`config.mk`:
```
export PLATFORM = sky130hd
export DESIGN_NAME = triple_input_debounce_events
export DESIGN_NICKNAME = d
export VERILOG_FILES = /design/src/rtl/tidbe_pkg.sv /design/src/rtl/triple_input_debounce_events.sv /design/src/rtl/tidbe_channel.sv
export SDC_FILE = /design/constraint.sdc
export NUM_CORES = 1
export LEC_CHECK = 0
export BUFFER_PORTS_ARGS = -buffer_cell sky130_fd_sc_hd__buf_2
export CAP_MARGIN = 15
export CORE_AREA = 2 2 178 180
export DETAILED_ROUTE_END_ITERATION = 16
export DIE_AREA = 0 0 180 182
export PLACE_DENSITY = 0.66
export SLEW_MARGIN = 5
export SYNTH_ARGS = -nofsm -noshare
export SYNTH_HDL_FRONTEND = slang
export SYNTH_SLANG_ARGS = --single-unit
```
`constraint.sdc`:
```
create_clock -name i_clk -period 6.4 [get_ports i_clk]
set_input_delay 0.32 -clock i_clk [delete_from_list [all_inputs] [get_ports i_clk]]
set_output_delay 0.32 -clock i_clk [all_outputs]
set_load 0.05 [all_outputs]
```
`src/rtl/tidbe_pkg.sv`:
```
// package for the triple input debounce event block
// payload structs, event codes, register indexes and reset values; no dependencies
`default_nettype none

package tidbe_pkg;

    localparam int unsigned TIME_W     = 32;
    localparam int unsigned DEBOUNCE_W = 16;
    localparam int unsigned CFG_IDX_W  = 8;

    typedef enum logic [1:0] {
        EV_NONE      = 2'd0,
        EV_TRIGGERED = 2'd1,
        EV_CLEARED   = 2'd2,
        EV_BOTH_SW   = 2'd3
    } t_event;

    typedef enum logic [CFG_IDX_W-1:0] {
        REG_SWITCH_DEBOUNCE = 8'd0,
        REG_PHOTO_DEBOUNCE  = 8'd1
    } t_reg_idx;

    localparam logic [DEBOUNCE_W-1:0] SWITCH_DEBOUNCE_RST = 16'd50;
    localparam logic [DEBOUNCE_W-1:0] PHOTO_DEBOUNCE_RST  = 16'd20;

    typedef struct packed {
        logic [TIME_W-1:0] now_ms;
        logic              closed_switch_pin;
        logic              open_switch_pin;
        logic              photocell_pin;
    } t_scan;

    typedef struct packed {
        logic [1:0] event_res;
        logic       closed_switch_active;
        logic       open_switch_active;
        logic       photocell_active;
    } t_result;

    typedef struct packed {
        logic stable;
        logic changed;
    } t_chan_status;

endpackage

`default_nettype wire

```
`src/rtl/triple_input_debounce_events.sv`:
```
// top level of the triple input debounce event block
// depends on tidbe_pkg and tidbe_channel
//
// One scan is accepted per clock and its result appears in the output register on the
// next cycle; a new scan is taken whenever the output register is empty or being read,
// so the sustained rate is one scan per cycle. Each channel does one 32-bit wrapping
// subtract and compare against its debounce time. Both limit switches reset to pressed,
// so results report the both-switches event until one of them debounces to released.
// Configuration writes are always accepted; unknown indexes are ignored.
`default_nettype none

module triple_input_debounce_events (
    input  wire logic                               i_clk,
    input  wire logic                               i_rst_n,
    input  wire logic                               i_scan_valid,
    output logic                                    o_scan_ready,
    input  wire tidbe_pkg::t_scan                   i_scan,
    output logic                                    o_res_valid,
    input  wire logic                               i_res_ready,
    output tidbe_pkg::t_result                      o_res,
    input  wire logic                               i_cfg_valid,
    output logic                                    o_cfg_ready,
    input  wire logic [tidbe_pkg::CFG_IDX_W-1:0]    i_cfg_index,
    input  wire logic [tidbe_pkg::DEBOUNCE_W-1:0]   i_cfg_data
);

    logic [tidbe_pkg::DEBOUNCE_W-1:0] r_switch_db;
    logic [tidbe_pkg::DEBOUNCE_W-1:0] r_photo_db;
    logic                             r_res_valid;
    tidbe_pkg::t_result               r_res;
    tidbe_pkg::t_result               n_res;
    tidbe_pkg::t_chan_status          closed_st;
    tidbe_pkg::t_chan_status          open_st;
    tidbe_pkg::t_chan_status          photo_st;
    logic                             scan_acc;

    assign o_scan_ready = !r_res_valid || i_res_ready;
    assign scan_acc     = i_scan_valid && o_scan_ready;
    assign o_cfg_ready  = 1'b1;

    // pins are active low
    tidbe_channel u_closed (
        .i_clk    (i_clk),
        .i_rst_n  (i_rst_n),
        .i_en     (scan_acc),
        .i_raw    (!i_scan.closed_switch_pin),
        .i_now    (i_scan.now_ms),
        .i_limit  (r_switch_db),
        .o_status (closed_st)
    );

    tidbe_channel u_open (
        .i_clk    (i_clk),
        .i_rst_n  (i_rst_n),
        .i_en     (scan_acc),
        .i_raw    (!i_scan.open_switch_pin),
        .i_now    (i_scan.now_ms),
        .i_limit  (r_switch_db),
        .o_status (open_st)
    );

    tidbe_channel u_photo (
        .i_clk    (i_clk),
        .i_rst_n  (i_rst_n),
        .i_en     (scan_acc),
        .i_raw    (!i_scan.photocell_pin),
        .i_now    (i_scan.now_ms),
        .i_limit  (r_photo_db),
        .o_status (photo_st)
    );

    always_comb begin
        n_res.event_res = tidbe_pkg::EV_NONE;
        if (photo_st.changed) begin
            n_res.event_res = photo_st.stable ? tidbe_pkg::EV_TRIGGERED
                                              : tidbe_pkg::EV_CLEARED;
        end
        if (closed_st.stable && open_st.stable) begin
            n_res.event_res = tidbe_pkg::EV_BOTH_SW;
        end
        n_res.closed_switch_active = closed_st.stable;
        n_res.open_switch_active   = open_st.stable;
        n_res.photocell_active     = photo_st.stable;
    end

    always_ff @(posedge i_clk) begin
        if (!i_rst_n) begin
            r_switch_db <= tidbe_pkg::SWITCH_DEBOUNCE_RST;
            r_photo_db  <= tidbe_pkg::PHOTO_DEBOUNCE_RST;
        end else if (i_cfg_valid) begin
            case (i_cfg_index)
                tidbe_pkg::REG_SWITCH_DEBOUNCE: begin
                    r_switch_db <= i_cfg_data;
                end
                tidbe_pkg::REG_PHOTO_DEBOUNCE: begin
                    r_photo_db <= i_cfg_data;
                end
                default: begin
                end
            endcase
        end
    end

    always_ff @(posedge i_clk) begin
        if (!i_rst_n) begin
            r_res_valid <= 1'b0;
        end else if (scan_acc) begin
            r_res_valid <= 1'b1;
        end else if (i_res_ready) begin
            r_res_valid <= 1'b0;
        end
    end

    always_ff @(posedge i_clk) begin
        if (scan_acc) begin
            r_res <= n_res;
        end
    end

    assign o_res_valid = r_res_valid;
    assign o_res       = r_res;

endmodule

`default_nettype wire

```
`src/rtl/tidbe_channel.sv`:
```
// one debounce channel: stable state and time of last agreement
// uses tidbe_pkg for widths and the status struct
`default_nettype none

module tidbe_channel (
    input  wire logic                                i_clk,
    input  wire logic                                i_rst_n,
    input  wire logic                                i_en,
    input  wire logic                                i_raw,
    input  wire logic [tidbe_pkg::TIME_W-1:0]        i_now,
    input  wire logic [tidbe_pkg::DEBOUNCE_W-1:0]    i_limit,
    output tidbe_pkg::t_chan_status                  o_status
);

    logic                          r_stable;
    logic [tidbe_pkg::TIME_W-1:0]  r_agree;
    logic                          n_stable;
    logic [tidbe_pkg::TIME_W-1:0]  n_agree;
    logic [tidbe_pkg::TIME_W-1:0]  elapsed;
    logic                          changed;

    always_comb begin
        elapsed  = i_now - r_agree;
        n_stable = r_stable;
        n_agree  = r_agree;
        changed  = 1'b0;
        if (i_raw != r_stable) begin
            if (elapsed >= {{(tidbe_pkg::TIME_W-tidbe_pkg::DEBOUNCE_W){1'b0}}, i_limit}) begin
                n_stable = i_raw;
                n_agree  = i_now;
                changed  = 1'b1;
            end
        end else begin
            n_agree = i_now;
        end
    end

    always_ff @(posedge i_clk) begin
        if (!i_rst_n) begin
            r_stable <= 1'b1;
            r_agree  <= '0;
        end else if (i_en) begin
            r_stable <= n_stable;
            r_agree  <= n_agree;
        end
    end

    assign o_status.stable  = n_stable;
    assign o_status.changed = changed;

endmodule

`default_nettype wire
```
==> impl_metrics.csv, run 1 <==
group,metric,value,unit
die,start_util,40.3,%
drt,drc,0,
critical_path,r2r_setup_slack,1.26,ns
clocking,cts.sinks,137,
critical_path,critical_path_class,"reg2reg",
critical_path,critical_path_peak_fanout,4,
timing,hold_viol,0,
logic_synthesis,yosysWarnings,0,
power,p_leak,5.74,nW
drt,dr.pass1.iters,7,
critical_path,path_cells,"inv_1, ha_1, nor2b_1, o2111ai_1, a211oi_1, nor2_1, o21ai_0, xor2_1, ha_1, nand4_1, nor2_1, a2111oi_0, and4b_1, nand4_1, nor4_1, nor4b_4, mux2i_1, o31ai_1",
clocking,cts_tree,"yes",
logic_synthesis,yosys_register_bits,137,
logic_synthesis,ys_types,88,
place,preCtsSetupSlack,1.20,ns
critical_path,cp.arrival,5.30,ns
critical_path,r2r-end,"o_res[3]",
place,gp_congestion,0.933,
clocking,post_cts_buffers,0,
clocking,cts.htree.levels,4,
min_path,hold_path_end,"r_photo_db[2]",
power,p_per_area,223,nW/µm²
logic_synthesis,synth-main-ff-cell,"dfxtp_1",
global_routing,grt_pass1_vias,11100,
logic_synthesis,synthAdderAreaFrac,14.6,%
die,io_pins,72,
power,seqPwrFrac,30.6,%
drt,routed_via_density,5.63,
flow_run,cap_violations,0,
min_path,min_path_type,"in2reg",
min_path,holdPathStages,3,
die,die_h,182,µm
logic_synthesis,synth-edff-count,5,
logic_synthesis,ys_seq_area_share,22.4,%
logic_synthesis,avgSynthCellArea,7.87,µm²
logic_synthesis,synthMuxAreaShare,11.0,%
logic_synthesis,async_flop_share,0,%
global_routing,antenna_found_initial,1,
final_layout,nets,1816,
final_layout,fillers,3057,
critical_path,cp-end-kind,"register",
global_routing,grtUsageTotal,21.8,%
power,p_clk_share,33.5,%
critical_path,crit_required,6.56,ns
logic_synthesis,synth_top_family_by_area,"compound AO/OA/AOI/OAI gates",
logic_synthesis,synth_compound_area_share,20.9,%
timing,period_needed,5.14,ns
power,p_int,0.00194,W
final_layout,final_common_cell,"nand2_1",
clocking,cts_hold_buf,0,
timing,rsz0062_at_grt,"no",
clocking,cts_buffers,17,
die,rows,65,
critical_path,crit_path_start_kind,"register",
logic_synthesis,synth_fp_nets,1795,
power,netSwitchingPower,0.00110,W
logic_synthesis,synthSimpleGateAreaFrac,19.0,%
power,sw_frac_of_total,36.1,%
place,place_inst,1991,
clocking,clock_latency,0.43,ns
timing,finalClockSkew,0.0123,ns
clocking,clkSlewWorstSetupHoldPaths,0.07,ns
timing,setup_viol,0,
critical_path,ff2ff_path_depth,18,
global_routing,grt_start_max_net_pins,95,
timing,fin_crit_sh,80.3,%
place,io_buffers,70,
logic_synthesis,synthXorXnorAreaFrac,4.77,%
timing,setup-tns-final,0,ns
clocking,clk_path_buf_depth,2,
logic_synthesis,netlist_instances,1587,
timing,setup_ws,1.26,ns
critical_path,slowest_delay,0.61,ns
critical_path,timing.rr.start,"u_closed.r_agree[1]",
global_routing,grt_pass1_wl,57700,µm
final_layout,syn_to_final_growth,9.23,%
power,combPwrFrac,36.0,%
final_layout,mostFrequentLayoutCells,"nand2_1, inv_1, ha_1",
timing,fmax,195,MHz
drt,ant_nets,0,
min_path,hp-start,"i_cfg_data[2]",
critical_path,slowest_stage,"a2111oi_0",
timing,worst_pin_slew,1.17,ns
timing,final-max-slew-violation-count,0,
drt,wl_per_cell,17.5,µm
drt,wirelength,35400,µm
die,dieArea,32800,µm²
die,die_w,180,µm
die,coreArea,31000,µm²
drt,detail_route.iter0.violations,1099,
drt,num_vias,11400,
final_layout,stdcell_count,2025,
power,ir_drop,192,µV
clocking,cts_resized,0,
outcome,outcome,"finished clean",
final_layout,drive_above_1_share,8.27,%
clocking,cts_root_buf,"clkbuf_16",
timing,slew_headroom,21.7,%
global_routing,grt_overflow,0,
logic_synthesis,netlist_area,12500,µm²
place,hpwl,28500,µm
worst max-delay path, delay by kind of cell (launching register included):
family / cells / cell delay (ns)
fa+ha+maj: 2 / 0.53
flops: 1 / 0.37
simple gates: 8 / 1.58
xor+xnor: 1 / 0.18
mux: 1 / 0.39
compound gates: 5 / 1.76
buf+inv: 1 / 0.05
layer usage:
layer  vias to the layer above  global-route usage [%]  share of wire (%)
met3                        73                    2.49                4.1
met2                       288                    33.9                 43
met5                         -                       0                  0
met1                      5360                    30.3                 49
met4                         0                    9.72                3.7
li1                       5685                       -                  -
stage by stage:
| step | total power [W] | hold WS, ns | util, % | area [µm²] |
|---|---|---|---|---|
| after floorplan | 0.00176 | 0.435 | - | 12500 |
| after global placement | 0.00201 | 0.441 | 42.0 | 13000 |
| final | 0.00304 | 0.126 | 44.0 | 13600 |
| after detailed placement | 0.00202 | 0.447 | 42.0 | 13000 |
| after CTS | 0.00305 | 0.101 | 44.0 | 13600 |
| after global routing | 0.00322 | 0.122 | 44.0 | 13600 |
registers in the layout (all words and copies together), names as in the netlist:
| name | cells |
|---|---|
| u_photo.r_agree | 32 |
| u_closed.r_stable | 1 |
| u_photo.r_stable | 1 |
| o_res | 5 |
| u_open.r_agree | 32 |
| u_closed.r_agree | 32 |
| r_switch_db | 16 |
| u_open.r_stable | 1 |
| r_photo_db | 16 |
| o_res_valid | 1 |
synth_stat cells, types with 4 or more instances:
cell / count / area share [%]
buf_2: 11 / 0.44
ha_1: 141 / 14
or3_1: 7 / 0.35
a21boi_0: 6 / 0.36
o21bai_1: 8 / 0.48
o21ai_1: 9 / 0.36
buf_6: 10 / 0.90
nand2_1: 237 / 7.1
o22ai_1: 6 / 0.30
inv_1: 150 / 4.5
a2111oi_0: 4 / 0.28
edfxtp_1: 5 / 1.2
nor2b_1: 36 / 1.8
nor2_1: 63 / 1.9
and2_1: 10 / 0.50
nor3_1: 13 / 0.52
nand3_1: 35 / 1.4
and3_1: 12 / 0.60
xor2_1: 24 / 1.7
and4_1: 6 / 0.42
a31oi_1: 13 / 0.65
a21oi_1: 119 / 4.8
o21a_1: 24 / 1.4
nor4_1: 7 / 0.35
a21o_1: 26 / 1.6
o221ai_1: 4 / 0.28
a21oi_2: 4 / 0.28
mux2i_1: 134 / 11
nand2b_1: 15 / 0.75
o211a_1: 8 / 0.64
nand4_1: 31 / 1.6
a211oi_1: 18 / 1.1
dfxtp_1: 132 / 21
o31ai_1: 6 / 0.36
xnor2_1: 44 / 3.1
o21ai_0: 48 / 1.9
a211o_1: 9 / 0.63
o211ai_1: 25 / 1.5
nand3b_1: 4 / 0.24
clkbuf_1: 49 / 1.5
o2111ai_1: 5 / 0.35
logic make-up (layout without fill, tap and decap cells):
logic type               after synthesis  in the layout
other                                  1              3
adder cells (fa/ha/maj)              144            144
flip-flops                           137            137
multiplexers                         137            137
XOR/XNOR                              68             68
AO/OA/AOI/OAI                        385            385
AND/OR/NAND/NOR                      494            494
buffers and inverters                221            255
how the worst max path moves through the flow:
stage / startpoint / slack [ns] / cells after the start / end
2_1_floorplan: i_scan[3] / 2.31 / 18 / o_res[3]
3_3_place_gp: i_scan[3] / 1.26 / 19 / o_res[4]
3_5_place_dp: i_scan[3] / 1.20 / 19 / o_res[3]
4_1_cts: u_closed.r_agree[1] / 1.32 / 18 / o_res[3]
5_1_grt: u_closed.r_agree[0] / 0.94 / 17 / o_res[3]
6_report: u_closed.r_agree[1] / 1.26 / 18 / o_res[3]
area by class of cell:
cell class,instances,area (µm²),area share (%)
flip-flops and latches,137,2790,20.5
clock buffers,19,453,3.32
multi-input cells,1229,8790,64.5
well taps,402,503,3.69
diodes,2,5.00,0.0367
clock inverters,13,156,1.15
inverters,150,563,4.13
repair buffers,73,375,2.75
power groups by stage:
| stage | combinational [W] | sequential [W] | clock, W |
|---|---|---|---|
| after floorplan | 0.000814 | 0.000947 | 0 |
| after global placement | 0.00106 | 0.000946 | 0 |
| after detailed placement | 0.00107 | 0.000947 | 0 |
| after CTS | 0.00108 | 0.000929 | 0.00104 |
| after global routing | 0.00122 | 0.000933 | 0.00107 |
| final | 0.00109 | 0.000929 | 0.00102 |
No activity file was read; power rests on OpenSTA's default activity.
==> run 2: changes to the inputs <==
PLACE_DENSITY = 0.68   (was 0.66)
clock period = 4.7 ns   (was 6.4 ns; I/O delays follow)
==> run 2 against run 1 <==
Register-to-register slack lost 1.1 ns. Setup slack lost 1.1 ns. Critical path depth is 5 higher. Worst hold slack got worse by 0.089 ns. Combinational power increased by 46%. Sequential share of layout area shrank 0.63 points. Maximum frequency grew 13%. Critical endpoint is now u_closed.r_agree[20]. Largest cell class unchanged.
==> impl_metrics.csv, run 2 (synthesized netlist as in run 1, its figures left out) <==
group,metric,value,unit
timing,setup_ws,0.131,ns
drt,ant_nets,0,
critical_path,cp.arrival,4.88,ns
timing,final-max-slew-violation-count,0,
drt,num_vias,11700,
critical_path,r2r_setup_slack,0.13,ns
die,coreArea,31000,µm²
critical_path,cp-end-kind,"register",
die,io_pins,72,
critical_path,critical_path_peak_fanout,7,
final_layout,syn_to_final_growth,12.7,%
drt,detail_route.iter0.violations,1486,
clocking,clkSlewWorstSetupHoldPaths,0.06,ns
drt,wl_per_cell,17.8,µm
final_layout,drive_above_1_share,11.3,%
min_path,holdPathStages,3,
global_routing,grt_overflow,0,
timing,finalClockSkew,0.0117,ns
global_routing,antenna_found_initial,1,
clocking,clock_latency,0.44,ns
final_layout,nets,1854,
place,hpwl,29200,µm
critical_path,crit_required,5.01,ns
min_path,hold_path_end,"r_photo_db[2]",
clocking,cts_buffers,17,
critical_path,ff2ff_path_depth,23,
clocking,cts.sinks,137,
global_routing,grtUsageTotal,21.9,%
timing,worst_pin_slew,1.13,ns
final_layout,final_common_cell,"nand2_1",
drt,routed_via_density,5.67,
clocking,cts_hold_buf,0,
final_layout,mostFrequentLayoutCells,"nand2_1, inv_1, ha_1",
flow_run,cap_violations,0,
final_layout,fillers,3034,
timing,slew_headroom,24.6,%
min_path,hp-start,"i_cfg_data[2]",
critical_path,r2r-end,"u_closed.r_agree[20]",
timing,period_needed,4.57,ns
place,io_buffers,70,
drt,wirelength,36800,µm
place,preCtsSetupSlack,0.0486,ns
min_path,min_path_type,"in2reg",
timing,setup_viol,0,
clocking,cts_root_buf,"clkbuf_16",
critical_path,critical_path_class,"reg2reg",
drt,drc,0,
timing,hold_viol,0,
clocking,clk_path_buf_depth,2,
outcome,outcome,"finished clean",
final_layout,utilization,45.4,%
global_routing,grt_start_max_net_pins,87,
timing,fmax,219,MHz
die,dieArea,32800,µm²
power,p_leak,5.93,nW
power,ir_drop,221,µV
final_layout,reg.largest.list,"u_closed.r_agree (32), u_open.r_agree (32), u_photo.r_agree (32)",
critical_path,worstSetupStartpoint,"u_closed.r_agree[1]",
die,die_w,180,µm
die,die_h,182,µm
final_layout,seq_area,2790,µm²
timing,fin_crit_sh,97.2,%
clocking,cts_tree,"yes",
global_routing,grt_pass1_vias,11300,
timing,setup-tns-final,0,ns
die,start_util,40.3,%
final_layout,multi_input_area,8940,µm²
global_routing,grt_pass1_wl,58000,µm
clocking,cts.htree.levels,4,
die,rows,65,
place,gp_congestion,0.984,
critical_path,crit_path_start_kind,"register",
power,p_per_area,296,nW/µm²
critical_path,timing.rr.start,"u_closed.r_agree[1]",
drt,dr.pass1.iters,6,
-- run 2: changes by cell type in the layout (fill, tap and decap cells not counted), moves of 3 or more --
cell / before / now
o21ai_0: 48 / 45
a21oi_2: 2 / 5
inv_6: 5 / 0
buf_4: 4 / 37
buf_12: 0 / 4
a21oi_1: 119 / 116
clkinv_2: 0 / 4
clkbuf_1: 0 / 5
clkinv_4: 4 / 1
-- run 2: where the power goes --
part,switching [W],leakage (nW),internal [W]
Sequential,0.0000334,1.13,0.00123
Clock,0.000511,0.278,0.000805
Combinational,0.000945,4.52,0.000644
-- run 2: worst max-delay path, cell delays in order (launching register included) --
cell and delay [ns]:
dfxtp_1 0.34, inv_1 0.05, ha_1 0.26, nor2b_2 0.18
o2111ai_4 0.31, a21oi_1 0.11, nor2b_1 0.16, o21bai_1 0.08
a21oi_1 0.18, xnor2_1 0.15, ha_1 0.27, a21o_1 0.18
nand3_1 0.08, a21oi_1 0.09, a2111oi_2 0.32, buf_4 0.19
and4b_1 0.20, nand4_1 0.12, nor4_2 0.24, nor4b_4 0.33
buf_4 0.18, a21oi_4 0.07, buf_4 0.20, mux2i_1 0.13
-- run 2: how the worst max path moves through the flow --
stage	endpoint	slack, ns	depth (start not counted)
finish	u_closed.r_agree[20]	0.13	23
global route	u_closed.r_agree[12]	-0.07	21
CTS	o_res[4]	0.06	19
detailed placement	o_res[4]	0.05	19
global placement	o_res[3]	0.1	20
floorplan	o_res[3]	0.64	20
-- run 2: cell type report --
| class | instances | area share (%) |
|---|---|---|
| inverters | 150 | 4.00 |
| diodes | 1 | 0.0178 |
| well taps | 402 | 3.57 |
| repair buffers | 111 | 5.07 |
| multi-input cells | 1229 | 63.5 |
| clock inverters | 8 | 0.684 |
| flip-flops and latches | 137 | 19.8 |
| clock buffers | 24 | 3.35 |
-- run 2: through the flow --
stage	hold WS (ns)	total power, W	std cells	instance area [µm²]
2_1_floorplan	0.360	0.00240	1587	12500
3_3_place_gp	0.442	0.00278	2024	13300
3_5_place_dp	0.446	0.00280	2024	13300
4_1_cts	0.0275	0.00412	2056	13900
5_1_grt	0.0546	0.00440	2062	14100
6_report	0.0370	0.00417	2062	14100
-- run 2: metal layers --
metal | track usage [%] | up-vias | share of wire [%] | routed length, µm
met1 | 29.9 | 5536 | 47 | 17200
met5 | 0 | - | 0 | 0
met3 | 2.55 | 48 | 5.1 | 1870
met2 | 35.5 | 355 | 46 | 16900
met4 | 7.84 | 0 | 2.2 | 799
li1 | - | 5744 | - | -
-- run 2: what timing repair did --
item / CTS / global route
setup buffers: 0 / 5
endpoints found under the setup margin: 0 / 104
resized for setup: 0 / 29
